==> src/hw/rtl/tcce_pkg.sv <==
// ----------------------------------------------------------------------------
// tcce_pkg
// Shared types and constants of the text console cursor engine.
// ----------------------------------------------------------------------------
package tcce_pkg;

  localparam int TEXT_ROWS = 30;
  localparam int TEXT_COLS = 40;
  localparam int ROW_W     = 5;
  localparam int COL_W     = 6;

  localparam logic [ROW_W-1:0] LAST_ROW = ROW_W'(TEXT_ROWS - 1);
  localparam logic [COL_W-1:0] LAST_COL = COL_W'(TEXT_COLS - 1);

  // character codes
  localparam logic [7:0] CH_BS    = 8'd8;
  localparam logic [7:0] CH_TAB   = 8'd9;
  localparam logic [7:0] CH_LF    = 8'd10;
  localparam logic [7:0] CH_CR    = 8'd13;
  localparam logic [7:0] CH_SPACE = 8'd32;
  localparam logic [7:0] CH_QMARK = 8'd63;
  localparam logic [7:0] CH_TILDE = 8'd126;
  localparam logic [7:0] CH_DEL   = 8'd127;

  // output modes
  localparam logic [1:0] MODE_SERIAL  = 2'd0;
  localparam logic [1:0] MODE_DISPLAY = 2'd1;
  localparam logic [1:0] MODE_MIRROR  = 2'd2;

  localparam logic OP_PUT   = 1'b0;
  localparam logic OP_CLEAR = 1'b1;

  typedef struct packed {
    logic       opcode;
    logic [7:0] char_code;
  } req_t;

  typedef struct packed {
    logic             echo_valid;
    logic [7:0]       echo_byte;
    logic             cell_valid;
    logic [ROW_W-1:0] cell_row;
    logic [COL_W-1:0] cell_col;
    logic [6:0]       cell_char;
    logic             scrolled;
    logic             cleared;
    logic             last;
  } res_t;

  typedef enum logic [2:0] {
    CUR_HOLD,
    CUR_ADV,
    CUR_CR,
    CUR_LF,
    CUR_BS,
    CUR_HOME
  } cur_cmd_t;

  typedef struct packed {
    logic [COL_W-1:0] col;
    logic [ROW_W-1:0] row;
    logic [COL_W-1:0] bs_col;
    logic             adv_scroll;
    logic             lf_scroll;
  } cur_stat_t;

  typedef enum logic {
    ST_IDLE,
    ST_WORK
  } state_t;

endpackage

==> src/hw/rtl/tcce_cursor.sv <==
// ----------------------------------------------------------------------------
// tcce_cursor
// Cursor register pair with one shared step unit: advance, wrap, newline,
// carriage return, backspace and home, one command per cycle.
// ----------------------------------------------------------------------------
module tcce_cursor import tcce_pkg::*; (
  input  logic      clk,
  input  logic      rst_n,
  input  cur_cmd_t  cmd,
  output cur_stat_t stat
);

  logic [COL_W-1:0] col_r, col_nxt;
  logic [ROW_W-1:0] row_r, row_nxt;
  logic             at_last_col;
  logic             at_last_row;
  logic [ROW_W-1:0] down_row;

  assign at_last_col = (col_r == LAST_COL);
  assign at_last_row = (row_r == LAST_ROW);
  // stay on the last row when the screen scrolls
  assign down_row    = at_last_row ? row_r : row_r + ROW_W'(1);

  assign stat.col        = col_r;
  assign stat.row        = row_r;
  assign stat.bs_col     = (col_r == '0) ? col_r : col_r - COL_W'(1);
  assign stat.adv_scroll = at_last_col && at_last_row;
  assign stat.lf_scroll  = at_last_row;

  always_comb begin
    col_nxt = col_r;
    row_nxt = row_r;
    case (cmd)
      CUR_HOLD: ;
      CUR_ADV: begin
        if (at_last_col) begin
          col_nxt = '0;
          row_nxt = down_row;
        end else begin
          col_nxt = col_r + COL_W'(1);
        end
      end
      CUR_CR: col_nxt = '0;
      CUR_LF: begin
        col_nxt = '0;
        row_nxt = down_row;
      end
      CUR_BS: col_nxt = stat.bs_col;
      CUR_HOME: begin
        col_nxt = '0;
        row_nxt = '0;
      end
      default: ;
    endcase
  end

  always_ff @(posedge clk) begin
    if (!rst_n) begin
      col_r <= '0;
      row_r <= '0;
    end else begin
      col_r <= col_nxt;
      row_r <= row_nxt;
    end
  end

endmodule

==> src/hw/rtl/text_console_cursor_engine_unit.sv <==
// ----------------------------------------------------------------------------
// text_console_cursor_engine_unit
// Text console engine: echo, cursor control, tab expansion, cell writes and
// scroll/clear events for a downstream renderer.
// ----------------------------------------------------------------------------
//  channel  | ports                          | moves
//  ---------+--------------------------------+-------------------------------
//  in       | in_valid/in_ready, in_data     | one request: opcode, char_code
//  out      | out_valid/out_ready, out_data  | one result per beat, last flag
//  cfg      | psel/penable/pwrite/paddr/...  | output_mode register at 0x0
//
//  A request is accepted while idle and then gives one result per beat; a tab
//  in mirror mode gives up to five results (the echo plus four spaces). The cursor step unit
//  handles one result per cycle unless out_ready stalls. Reset homes the cursor and sets mirror
//  mode; there is no clearing pass. A stalled out_ready holds the sequencer.
// ----------------------------------------------------------------------------
module text_console_cursor_engine_unit import tcce_pkg::*; (
  input  logic        clk,
  input  logic        rst_n,
  input  logic        in_valid,
  output logic        in_ready,
  input  req_t        in_data,
  output logic        out_valid,
  input  logic        out_ready,
  output res_t        out_data,
  input  logic        psel,
  input  logic        penable,
  input  logic        pwrite,
  input  logic [2:0]  paddr,
  input  logic [31:0] pwdata,
  output logic [31:0] prdata,
  output logic        pready
);

  state_t     state_r, state_nxt;
  logic [1:0] mode_r, mode_nxt;
  logic       op_r, op_nxt;
  logic [7:0] code_r, code_nxt;
  logic [2:0] rem_r, rem_nxt;
  logic       tab_echo_r, tab_echo_nxt;
  logic       out_valid_r, out_valid_nxt;
  res_t       out_data_r, out_data_nxt;

  cur_cmd_t   cmd;
  cur_stat_t  stat;
  res_t       res;
  logic [7:0] in_code;
  logic       echo_en;
  logic [2:0] tab_spaces;
  logic [6:0] put_char;

  tcce_cursor u_cursor (
    .clk  (clk),
    .rst_n(rst_n),
    .cmd  (cmd),
    .stat (stat)
  );

  // configuration port
  assign pready = 1'b1;
  assign prdata = {30'd0, mode_r};

  always_comb begin
    mode_nxt = mode_r;
    if (psel && penable && pwrite && (paddr[2] == 1'b0)) begin
      // saturate the unused code to mirror
      mode_nxt = (pwdata[1:0] == 2'd3) ? MODE_MIRROR : pwdata[1:0];
    end
  end

  assign in_ready   = (state_r == ST_IDLE);
  assign out_valid  = out_valid_r;
  assign out_data   = out_data_r;

  assign in_code    = (in_data.char_code == CH_DEL) ? CH_BS : in_data.char_code;
  assign echo_en    = (mode_r != MODE_DISPLAY);
  assign tab_spaces = 3'd4 - {1'b0, stat.col[1:0]};
  assign put_char   = ((code_r < CH_SPACE) || (code_r > CH_TILDE)) ?
                      CH_QMARK[6:0] : code_r[6:0];

  always_comb begin
    state_nxt     = state_r;
    op_nxt        = op_r;
    code_nxt      = code_r;
    rem_nxt       = rem_r;
    tab_echo_nxt  = tab_echo_r;
    out_valid_nxt = out_valid_r && !out_ready;
    out_data_nxt  = out_data_r;
    cmd           = CUR_HOLD;
    res           = '0;

    case (state_r)
      ST_IDLE: begin
        if (in_valid) begin
          op_nxt       = in_data.opcode;
          code_nxt     = in_code;
          tab_echo_nxt = 1'b0;
          rem_nxt      = 3'd1;
          if ((in_data.opcode == OP_PUT) && (mode_r != MODE_SERIAL) &&
              (in_code == CH_TAB)) begin
            // count is fixed from the column before any space is written
            tab_echo_nxt = echo_en;
            rem_nxt      = tab_spaces + {2'd0, echo_en};
          end
          state_nxt = ST_WORK;
        end
      end
      ST_WORK: begin
        if (!out_valid_r || out_ready) begin
          if (op_r == OP_CLEAR) begin
            res.cleared = (mode_r != MODE_SERIAL);
            cmd         = CUR_HOME;
          end else if (mode_r == MODE_SERIAL) begin
            res.echo_valid = 1'b1;
            res.echo_byte  = code_r;
          end else begin
            res.echo_valid = echo_en;
            res.echo_byte  = echo_en ? code_r : 8'd0;
            case (code_r)
              CH_CR: cmd = CUR_CR;
              CH_LF: begin
                res.scrolled = stat.lf_scroll;
                cmd          = CUR_LF;
              end
              CH_BS: begin
                res.cell_valid = 1'b1;
                res.cell_row   = stat.row;
                res.cell_col   = stat.bs_col;
                res.cell_char  = CH_SPACE[6:0];
                cmd            = CUR_BS;
              end
              CH_TAB: begin
                if (tab_echo_r) begin
                  tab_echo_nxt = 1'b0;
                end else begin
                  res.echo_byte  = echo_en ? CH_SPACE : 8'd0;
                  res.cell_valid = 1'b1;
                  res.cell_row   = stat.row;
                  res.cell_col   = stat.col;
                  res.cell_char  = CH_SPACE[6:0];
                  res.scrolled   = stat.adv_scroll;
                  cmd            = CUR_ADV;
                end
              end
              default: begin
                res.cell_valid = 1'b1;
                res.cell_row   = stat.row;
                res.cell_col   = stat.col;
                res.cell_char  = put_char;
                res.scrolled   = stat.adv_scroll;
                cmd            = CUR_ADV;
              end
            endcase
          end
          res.last      = (rem_r == 3'd1);
          out_valid_nxt = 1'b1;
          out_data_nxt  = res;
          rem_nxt       = rem_r - 3'd1;
          if (res.last) begin
            state_nxt = ST_IDLE;
          end
        end
      end
      default: state_nxt = ST_IDLE;
    endcase
  end

  always_ff @(posedge clk) begin
    if (!rst_n) begin
      state_r     <= ST_IDLE;
      mode_r      <= MODE_MIRROR;
      rem_r       <= '0;
      tab_echo_r  <= 1'b0;
      out_valid_r <= 1'b0;
    end else begin
      state_r     <= state_nxt;
      mode_r      <= mode_nxt;
      rem_r       <= rem_nxt;
      tab_echo_r  <= tab_echo_nxt;
      out_valid_r <= out_valid_nxt;
    end
  end

  always_ff @(posedge clk) begin
    op_r       <= op_nxt;
    code_r     <= code_nxt;
    out_data_r <= out_data_nxt;
  end

  // one request at a time
  a_busy_after_accept: assert property (@(posedge clk) disable iff (!rst_n)
    (in_valid && in_ready) |=> !in_ready)
    else $error("input accepted while a request is in flight");

  a_clear_single: assert property (@(posedge clk) disable iff (!rst_n)
    (out_valid && out_data.cleared) |-> out_data.last)
    else $error("clear result not marked last");

  a_cell_fields_zero: assert property (@(posedge clk) disable iff (!rst_n)
    (out_valid && !out_data.cell_valid) |->
      (out_data.cell_col == '0 && out_data.cell_row == '0 && out_data.cell_char == '0))
    else $error("cell fields set without a cell write");

  a_cursor_range: assert property (@(posedge clk) disable iff (!rst_n)
    (stat.col <= LAST_COL) && (stat.row <= LAST_ROW))
    else $error("cursor out of range");

endmodule

==> config.mk <==
export PLATFORM = sky130hd
export DESIGN_NAME = text_console_cursor_engine_unit
export DESIGN_NICKNAME = d
export VERILOG_FILES = /design/src/hw/rtl/tcce_pkg.sv /design/src/hw/rtl/tcce_cursor.sv /design/src/hw/rtl/text_console_cursor_engine_unit.sv
export SDC_FILE = /design/constraint.sdc
export NUM_CORES = 1
export LEC_CHECK = 0
export ABC_AREA = 1
export ABC_CLOCK_PERIOD_IN_PS = 2320
export BUFFER_PORTS_ARGS = -buffer_cell sky130_fd_sc_hd__buf_2
export CORE_MARGIN = 1.5
export CORE_UTILIZATION = 47
export CTS_BUF_LIST = sky130_fd_sc_hd__clkbuf_8
export CTS_CLUSTER_DIAMETER = 30
export DETAILED_ROUTE_END_ITERATION = 10
export HOLD_SLACK_MARGIN = 0.06
export PLACE_DENSITY = 0.77
export SKIP_CTS_REPAIR_TIMING = 1
export SLEW_MARGIN = 30
export SYNTH_ARGS = -nofsm -noshare
export SYNTH_HDL_FRONTEND = slang
export SYNTH_SLANG_ARGS = --single-unit
==> constraint.sdc <==
create_clock -name clk -period 2.32 [get_ports clk]
set_clock_uncertainty 0.2 [all_clocks]
set_input_delay 0.232 -clock clk [delete_from_list [all_inputs] [get_ports clk]]
set_output_delay 0.232 -clock clk [all_outputs]
set_load 0.01 [all_outputs]
==> results of run 1 <==
==> area by class of cell <==
| class | instances | area, um2 |
|---|---|---|
| fill | 611 | 2897 |
| sequential | 59 | 1582 |
| multi-input combinational | 260 | 1388 |
| timing repair buffer | 72 | 442.9 |
| inverter | 70 | 262.8 |
| clock buffer | 9 | 123.9 |
| tap | 96 | 120.1 |
| clock inverter | 7 | 53.80 |
==> flip-flops by register name, indices dropped and copies added (netlist names) <==
name            count
out_valid           1
u_cursor.row_r      5
code_r              8
mode_r              2
state_r             1
op_r                1
u_cursor.col_r      6
tab_echo_r          1
rem_r               3
out_data           31
==> synth_stat cells, types with 5 or more instances <==
master / count / area, um2
sky130_fd_sc_hd__inv_2: 5 / 18.77
sky130_fd_sc_hd__buf_4: 31 / 232.7
sky130_fd_sc_hd__dfxtp_1: 19 / 380.4
sky130_fd_sc_hd__nand2_2: 6 / 37.54
sky130_fd_sc_hd__nor2_1: 42 / 157.7
sky130_fd_sc_hd__nand4_1: 7 / 43.79
sky130_fd_sc_hd__nor3_1: 7 / 35.03
sky130_fd_sc_hd__nand2_1: 57 / 214.0
sky130_fd_sc_hd__xor2_1: 7 / 61.31
sky130_fd_sc_hd__inv_1: 63 / 236.5
sky130_fd_sc_hd__ha_1: 9 / 112.6
sky130_fd_sc_hd__edfxtp_1: 40 / 1201
sky130_fd_sc_hd__a31oi_1: 7 / 43.79
sky130_fd_sc_hd__nand3_1: 17 / 85.08
sky130_fd_sc_hd__o21ai_1: 6 / 30.03
sky130_fd_sc_hd__a21oi_1: 23 / 115.1
sky130_fd_sc_hd__o21ai_0: 8 / 40.04
==> routing by layer <==
| metal | up-vias | wire, um |
|---|---|---|
| met4 | 0 | 169 |
| met3 | 18 | 299 |
| li1 | 1380 | - |
| met2 | 92 | 3180 |
| met1 | 1226 | 3023 |
| met5 | - | 0 |
==> kinds of logic (layout without fill, tap and decap cells) <==
| family | after synthesis | after routing | share of synthesized area [%] |
|---|---|---|---|
| xor gates and xnor gates | 8 | 8 | 2.079 |
| other | 2 | 31 | 0.2228 |
| buffers and inverters | 106 | 158 | 15.52 |
| and+or+nand+nor | 151 | 151 | 20.86 |
| adders and majority gates | 9 | 9 | 3.341 |
| DFF | 59 | 59 | 46.92 |
| AOI/OAI and AO/OA | 61 | 61 | 11.06 |
==> power groups by stage <==
stage	Combinational, W	Clock (W)	Sequential, W
floorplan	0.000369	0	0.00130
global placement	0.000469	0	0.00128
detailed placement	0.000477	0	0.00129
CTS	0.000480	0.000842	0.00126
global route	0.000575	0.000892	0.00128
finish	0.000506	0.000820	0.00126
==> cell usage in the layout, fill, tap and decap left out, types with 5 or more instances in the layout <==
cell type	instances
sky130_fd_sc_hd__a21oi_1	23
sky130_fd_sc_hd__a31oi_1	7
sky130_fd_sc_hd__buf_2	53
sky130_fd_sc_hd__buf_4	5
sky130_fd_sc_hd__clkbuf_8	9
sky130_fd_sc_hd__conb_1	31
sky130_fd_sc_hd__dfxtp_1	19
sky130_fd_sc_hd__dlygate4sd3_1	14
sky130_fd_sc_hd__edfxtp_1	40
sky130_fd_sc_hd__ha_1	9
sky130_fd_sc_hd__inv_1	63
sky130_fd_sc_hd__inv_2	5
sky130_fd_sc_hd__nand2_1	57
sky130_fd_sc_hd__nand2_2	6
sky130_fd_sc_hd__nand3_1	17
sky130_fd_sc_hd__nand4_1	7
sky130_fd_sc_hd__nor2_1	42
sky130_fd_sc_hd__nor3_1	7
sky130_fd_sc_hd__o21ai_0	8
sky130_fd_sc_hd__o21ai_1	6
sky130_fd_sc_hd__xor2_1	7
==> per-stage QoR <==
stage               util (%)  cell area, um2  TNS (ns)  setup WS [ns]
finish                 57.83            3973         0        0.06617
global route           57.83            3973  -0.07405       -0.04696
CTS                    55.61            3820         0         0.1474
detailed placement     53.02            3642         0         0.1833
global placement       53.02            3642         0         0.2334
floorplan                  -            3480         0        0.05160
==> worst paths after layout <==
path | start | to | depth (start not counted)
max | in_data[1] | rem_r[1]$_SDFFE_PN0P_ | 10
max reg2reg | code_r[4]$_DFFE_PP_ | u_cursor.row_r[2]$_SDFFE_PN0P_ | 11
min | pwdata[0] | mode_r[0]$_SDFFE_PN0P_ | 3
min reg2reg | mode_r[0]$_SDFFE_PN0P_ | mode_r[0]$_SDFFE_PN0P_ | 2
==> worst register-to-register path: stages (launching register included) <==
cell,delay (ns)
sky130_fd_sc_hd__edfxtp_1,0.43
sky130_fd_sc_hd__nor2_2,0.17
sky130_fd_sc_hd__nand2_2,0.12
sky130_fd_sc_hd__nor2_4,0.14
sky130_fd_sc_hd__buf_4,0.16
sky130_fd_sc_hd__a21oi_2,0.07
sky130_fd_sc_hd__nor2_4,0.14
sky130_fd_sc_hd__inv_2,0.10
sky130_fd_sc_hd__a21oi_4,0.21
sky130_fd_sc_hd__o21ai_2,0.14
sky130_fd_sc_hd__nand2_1,0.09
sky130_fd_sc_hd__a21oi_1,0.06
==> run_summary.xml, run 1 <==
<?xml version="1.0" encoding="UTF-8"?>
<metrics>
  <group name="outcome">
    <metric name="status" unit="">finished, final reports clean</metric>
  </group>
  <group name="clock_tree">
    <metric name="numCtsBuffers" unit="">9</metric>
    <metric name="cts-root-to-sink-buffers" unit="">2</metric>
    <metric name="clock_tree.root_cell" unit="">sky130_fd_sc_hd__clkbuf_8</metric>
    <metric name="clock_sink_count" unit="">59</metric>
    <metric name="cts.htree.levels" unit="">3</metric>
    <metric name="clk_transition_reported_paths" unit="ns">0.07</metric>
    <metric name="tritoncts" unit="">done</metric>
    <metric name="clock_insertion_delay_worst_skew" unit="ns">0.34</metric>
  </group>
  <group name="sta">
    <metric name="holdWs" unit="ns">0.05953</metric>
    <metric name="slew_viol_final" unit="">0</metric>
    <metric name="setup_violations" unit="">0</metric>
    <metric name="grt_setup_unrepaired" unit="">true</metric>
    <metric name="hold_violations" unit="">0</metric>
    <metric name="max_freq" unit="MHz">443.7</metric>
    <metric name="finalCritPeriodShare" unit="%">97.15</metric>
    <metric name="post-route-min-period" unit="ns">2.254</metric>
  </group>
  <group name="placement">
    <metric name="dp_cells" unit="">543</metric>
    <metric name="half_perimeter_wire_length_after_detailed_placement" unit="mm">4.882</metric>
    <metric name="weighted_congestion_at_the_end_of_routability_driven_global_placement" unit="">0.9210</metric>
    <metric name="place.port_buffers" unit="">53</metric>
  </group>
  <group name="global_route">
    <metric name="grt_use_total" unit="%">17.80</metric>
    <metric name="groute.layer.met3.usage" unit="%">3.959</metric>
    <metric name="grt-busiest-layer" unit="">met2</metric>
    <metric name="grtUsageMet2" unit="%">29.93</metric>
    <metric name="largest_net_degree_at_the_start_of_global_routing" unit="">26</metric>
    <metric name="groute.layer.met1.usage" unit="%">21.96</metric>
    <metric name="initial_antenna_violation_count" unit="">0</metric>
    <metric name="grt_pass1_vias" unit="">2356</metric>
    <metric name="grt.overflow.total" unit="">0</metric>
    <metric name="wire_length_of_the_first_global_routing_pass" unit="mm">10.54</metric>
  </group>
  <group name="logic_synthesis">
    <metric name="postSynth.topFlopCell" unit="">sky130_fd_sc_hd__edfxtp_1</metric>
    <metric name="syn-cell-area" unit="um2">3371</metric>
    <metric name="yosys_register_bits" unit="">59</metric>
    <metric name="syn_avg_cell_area" unit="um2">8.512</metric>
    <metric name="synth-seq-area-share" unit="%">46.92</metric>
    <metric name="synth_cells" unit="">396</metric>
    <metric name="ys_async_sr_fraction" unit="%">0</metric>
    <metric name="synth_enable_flop_cells" unit="">40</metric>
    <metric name="yosysUniqueCellTypes" unit="">39</metric>
    <metric name="synth-warning-count" unit="">0</metric>
  </group>
  <group name="setup_path">
    <metric name="critical_path.max_fanout" unit="">4</metric>
    <metric name="crit_path_cell_chain" unit="">dlygate4sd3_1 &gt; buf_2 &gt; inv_1 &gt; nor3_1 &gt; nand2_1 &gt; nand2_1 &gt; inv_1 &gt; nor3_1 &gt; nand4_1 &gt; a221oi_1</metric>
    <metric name="critical_path.endpoint_type" unit="">flop</metric>
    <metric name="cp_data_required_time" unit="ns">2.37</metric>
    <metric name="critPathBufInv" unit="">4</metric>
    <metric name="path_class" unit="">in -&gt; reg</metric>
    <metric name="path_delay_family" unit="">simple AND/OR/NAND/NOR gates</metric>
    <metric name="timing.reg2reg.setup_slack" unit="ns">0.17</metric>
    <metric name="critPathSlowestCell" unit="">sky130_fd_sc_hd__dlygate4sd3_1</metric>
    <metric name="critPathArrivalTime" unit="ns">2.30</metric>
    <metric name="setup.worst_path.start_class" unit="">input port</metric>
    <metric name="timing.critical_path.slowest_cell_delay" unit="ns">0.54</metric>
  </group>
  <group name="floorplan">
    <metric name="die_h" unit="um">87.69</metric>
    <metric name="die_width" unit="um">87.69</metric>
    <metric name="core" unit="um2">6869</metric>
    <metric name="pin_count" unit="">117</metric>
    <metric name="initial_core_utilization" unit="%">49.07</metric>
    <metric name="die-area" unit="um2">7689</metric>
    <metric name="num_rows" unit="">30</metric>
  </group>
  <group name="cells_and_area">
    <metric name="final_cell_count_no_fill" unit="">573</metric>
    <metric name="area.growth.synth_to_final" unit="%">17.85</metric>
    <metric name="drive_gt1_share" unit="%">22.22</metric>
    <metric name="n_antenna_cell" unit="">0</metric>
    <metric name="layout.nets" unit="">532</metric>
  </group>
  <group name="routing">
    <metric name="post-route-drc-count" unit="">0</metric>
    <metric name="routedWlPerCell" unit="um">11.65</metric>
    <metric name="routed_wl" unit="mm">6.673</metric>
    <metric name="drt_iter0_drc" unit="">160</metric>
    <metric name="drt_pass1_iterations" unit="">4</metric>
    <metric name="vias" unit="">2716</metric>
    <metric name="post_drt_via_cell_ratio" unit="">4.740</metric>
    <metric name="drtAntennaViolNets" unit="">0</metric>
  </group>
  <group name="power">
    <metric name="finalPower" unit="W">0.002590</metric>
    <metric name="power.switching" unit="W">0.0007993</metric>
    <metric name="combPwrFrac" unit="%">19.5</metric>
    <metric name="power-per-cell-area" unit="nW/um2">652.0</metric>
    <metric name="power.switching_fraction" unit="%">30.86</metric>
    <metric name="max-vdd-ir-drop" unit="uV">301.9</metric>
    <metric name="internal_power" unit="W">0.001791</metric>
    <metric name="clock_power_share" unit="%">31.7</metric>
    <metric name="share_seq_of_total_power" unit="%">48.8</metric>
    <metric name="power.leakage" unit="nW">1.829</metric>
  </group>
  <group name="run">
    <metric name="max_cap_violations" unit="">0</metric>
  </group>
  <group name="worst_hold_path">
    <metric name="min-delay-path-class" unit="">in -&gt; reg</metric>
  </group>
</metrics>
(Power assumes the default switching activity.)
==> run 2: changes to the inputs <==
- ABC_CLOCK_PERIOD_IN_PS: 2320 -> 2100
- CORE_UTILIZATION: 47 -> 50
- PLACE_DENSITY: 0.77 -> 0.78
- clock period: 2.32 -> 2.1 ns (I/O delays scaled with it)
==> run_summary.xml, run 2 (same netlist as run 1, synthesis figures left out) <==
<?xml version="1.0" encoding="UTF-8"?>
<metrics>
  <group name="outcome">
    <metric name="status" unit="">finished, violations left</metric>
    <metric name="violations" unit="">design-rule violations, negative setup slack</metric>
  </group>
  <group name="setup_path">
    <metric name="critPathSlowestCell" unit="">sky130_fd_sc_hd__edfxtp_1</metric>
    <metric name="cp_data_required_time" unit="ns">2.16</metric>
    <metric name="critical_path.endpoint_type" unit="">flop</metric>
    <metric name="path_class" unit="">reg -&gt; reg</metric>
    <metric name="critPathArrivalTime" unit="ns">2.20</metric>
    <metric name="critical_path.max_fanout" unit="">5</metric>
    <metric name="critPathBufInv" unit="">3</metric>
    <metric name="critical-path-top-cell-by-count" unit="">sky130_fd_sc_hd__nand2_2</metric>
    <metric name="crit_path_cell_chain" unit="">inv_2 &gt; nand2_2 &gt; nor2_2 &gt; nand2_2 &gt; nand2_2 &gt; inv_2 &gt; nand2_2 &gt; nand2_2 &gt; nand2_4 &gt; nand2_4 &gt; a21oi_4 &gt; buf_4 &gt; nand3_1 &gt; a21oi_1</metric>
    <metric name="timing.critical_path.slowest_cell_delay" unit="ns">0.46</metric>
    <metric name="setup.worst_path.start_class" unit="">flop</metric>
    <metric name="path_delay_family" unit="">simple AND/OR/NAND/NOR gates</metric>
  </group>
  <group name="sta">
    <metric name="grt_setup_unrepaired" unit="">true</metric>
    <metric name="hold_violations" unit="">0</metric>
    <metric name="final_critical_path_setup_slack" unit="ns">-0.03635</metric>
    <metric name="slew_headroom" unit="%">66.94</metric>
    <metric name="max_freq" unit="MHz">468.1</metric>
    <metric name="setup_violations" unit="">3</metric>
    <metric name="tightest_slew" unit="ns">0.4894</metric>
    <metric name="finalCritPeriodShare" unit="%">101.7</metric>
    <metric name="post-route-min-period" unit="ns">2.136</metric>
    <metric name="slew_viol_final" unit="">0</metric>
  </group>
  <group name="routing">
    <metric name="drt_iter0_drc" unit="">169</metric>
    <metric name="routedWlPerCell" unit="um">12.33</metric>
    <metric name="vias" unit="">2878</metric>
    <metric name="post_drt_via_cell_ratio" unit="">4.997</metric>
    <metric name="post-route-drc-count" unit="">5</metric>
    <metric name="drt_pass1_iterations" unit="">8</metric>
    <metric name="routed_wl" unit="mm">7.104</metric>
    <metric name="drtAntennaViolNets" unit="">0</metric>
  </group>
  <group name="global_route">
    <metric name="wire_length_of_the_first_global_routing_pass" unit="mm">10.81</metric>
    <metric name="initial_antenna_violation_count" unit="">0</metric>
    <metric name="largest_net_degree_at_the_start_of_global_routing" unit="">26</metric>
    <metric name="grt_pass1_vias" unit="">2455</metric>
    <metric name="grt.overflow.total" unit="">0</metric>
    <metric name="grt_use_total" unit="%">18.95</metric>
  </group>
  <group name="floorplan">
    <metric name="die_width" unit="um">85.11</metric>
    <metric name="core" unit="um2">6422</metric>
    <metric name="num_rows" unit="">29</metric>
    <metric name="die-area" unit="um2">7243</metric>
    <metric name="die_h" unit="um">85.11</metric>
    <metric name="initial_core_utilization" unit="%">52.48</metric>
    <metric name="pin_count" unit="">117</metric>
  </group>
  <group name="clock_tree">
    <metric name="cts-root-to-sink-buffers" unit="">2</metric>
    <metric name="tritoncts" unit="">done</metric>
    <metric name="clk_transition_reported_paths" unit="ns">0.06</metric>
    <metric name="clock_tree.root_cell" unit="">sky130_fd_sc_hd__clkbuf_8</metric>
    <metric name="clock_insertion_delay_worst_skew" unit="ns">0.34</metric>
    <metric name="clock_sink_count" unit="">59</metric>
    <metric name="cts.htree.levels" unit="">3</metric>
    <metric name="numCtsBuffers" unit="">9</metric>
  </group>
  <group name="cells_and_area">
    <metric name="n_antenna_cell" unit="">0</metric>
    <metric name="multi_input_area" unit="um2">1459</metric>
    <metric name="area.growth.synth_to_final" unit="%">25.28</metric>
    <metric name="final_cell_count_no_fill" unit="">576</metric>
    <metric name="layout.cells.most_common_list" unit="">sky130_fd_sc_hd__inv_1 (61), sky130_fd_sc_hd__buf_2 (53), sky130_fd_sc_hd__nand2_1 (52), sky130_fd_sc_hd__edfxtp_1 (40), sky130_fd_sc_hd__nor2_1 (37)</metric>
    <metric name="final.fill_count" unit="">494</metric>
    <metric name="final_common_cell" unit="">sky130_fd_sc_hd__inv_1</metric>
    <metric name="fraction_of_the_core_area_covered_by_cells_at_the_end_of_the_flow" unit="%">65.75</metric>
    <metric name="drive_gt1_share" unit="%">29.06</metric>
    <metric name="layout.area.seq" unit="um2">1584</metric>
    <metric name="final_design_area_no_fill" unit="um2">4223</metric>
    <metric name="largest_register_ff_count" unit="">31</metric>
    <metric name="layout.nets" unit="">554</metric>
  </group>
  <group name="placement">
    <metric name="dp_cells" unit="">535</metric>
    <metric name="weighted_congestion_at_the_end_of_routability_driven_global_placement" unit="">0.8804</metric>
    <metric name="post_dp_cell_area" unit="um2">3706</metric>
    <metric name="half_perimeter_wire_length_after_detailed_placement" unit="mm">4.876</metric>
    <metric name="place.port_buffers" unit="">53</metric>
  </group>
  <group name="power">
    <metric name="power.leakage" unit="nW">1.975</metric>
    <metric name="share_seq_of_total_power" unit="%">45.6</metric>
    <metric name="combPwrFrac" unit="%">21.1</metric>
    <metric name="internal_power" unit="W">0.002190</metric>
    <metric name="power.switching_fraction" unit="%">28.20</metric>
    <metric name="finalPower" unit="W">0.003051</metric>
    <metric name="clock_power_share" unit="%">33.3</metric>
    <metric name="power.switching" unit="W">0.0008605</metric>
    <metric name="power-per-cell-area" unit="nW/um2">722.5</metric>
    <metric name="max-vdd-ir-drop" unit="uV">299.1</metric>
  </group>
  <group name="run">
    <metric name="max_cap_violations" unit="">0</metric>
  </group>
  <group name="worst_hold_path">
    <metric name="min-delay-path-class" unit="">in -&gt; reg</metric>
  </group>
</metrics>
-- run 2: per-stage QoR --
stage	setup slack (ns)	hold slack, ns	TNS (ns)
after floorplan	-0.02579	0.1089	-0.1031
after global placement	0.03645	0.2188	0
after detailed placement	-0.007175	0.2197	-0.007175
after CTS	-0.01634	-0.1344	-0.01988
after global routing	-0.1484	0.07960	-1.255
final	-0.03635	0.03926	-0.05081
-- run 2: cell type report --
type | instances | share of cell area [%]
well taps | 77 | 2.281
multi-input cells | 260 | 34.55
repair buffers | 94 | 14.61
flip-flops and latches | 59 | 37.51
inverters | 70 | 6.370
clock inverters | 5 | 1.096
clock buffers | 11 | 3.585
-- run 2: worst reg2reg max path: stages, from the launching register on --
cell	delay (ns)
sky130_fd_sc_hd__edfxtp_1	0.46
sky130_fd_sc_hd__inv_2	0.13
sky130_fd_sc_hd__nand2_2	0.05
sky130_fd_sc_hd__nor2_2	0.17
sky130_fd_sc_hd__nand2_2	0.09
sky130_fd_sc_hd__nand2_2	0.07
sky130_fd_sc_hd__inv_2	0.04
sky130_fd_sc_hd__nand2_2	0.05
sky130_fd_sc_hd__nand2_2	0.06
sky130_fd_sc_hd__nand2_4	0.08
sky130_fd_sc_hd__nand2_4	0.07
sky130_fd_sc_hd__a21oi_4	0.22
sky130_fd_sc_hd__buf_4	0.16
sky130_fd_sc_hd__nand3_1	0.07
sky130_fd_sc_hd__a21oi_1	0.14
-- run 2: power groups by stage --
stage	sequential (W)	combinational (W)	clock [W]
finish	0.00139	0.000643	0.00102
detailed placement	0.00141	0.000566	0
floorplan	0.00144	0.000408	0
global placement	0.00141	0.000554	0
CTS	0.00139	0.000570	0.00103
global route	0.00140	0.000713	0.00109
-- run 2: path summary, 6_finish.rpt --
kind	cells past startpoint	endpoint	slack (ns)	from
setup / recovery	14	u_cursor.row_r[3]$_SDFFE_PN0P_	-0.04	code_r[0]$_DFFE_PP_
hold reg to reg	2	u_cursor.row_r[3]$_SDFFE_PN0P_	0.31	u_cursor.row_r[3]$_SDFFE_PN0P_
setup reg to reg	14	u_cursor.row_r[3]$_SDFFE_PN0P_	-0.04	code_r[0]$_DFFE_PP_
hold / removal	3	code_r[0]$_DFFE_PP_	0.04	in_data[0]
-- run 2: per-layer routing --
layer | part of all wire (%) | vias up | GRT usage, % | wire [um]
li1 | - | 1425 | - | -
met1 | 43 | 1318 | 24.38 | 3062
met2 | 48 | 122 | 31.02 | 3433
met3 | 6.9 | 13 | 4.475 | 492
met4 | 1.6 | 0 | 7.303 | 114
met5 | 0 | - | 0 | 0
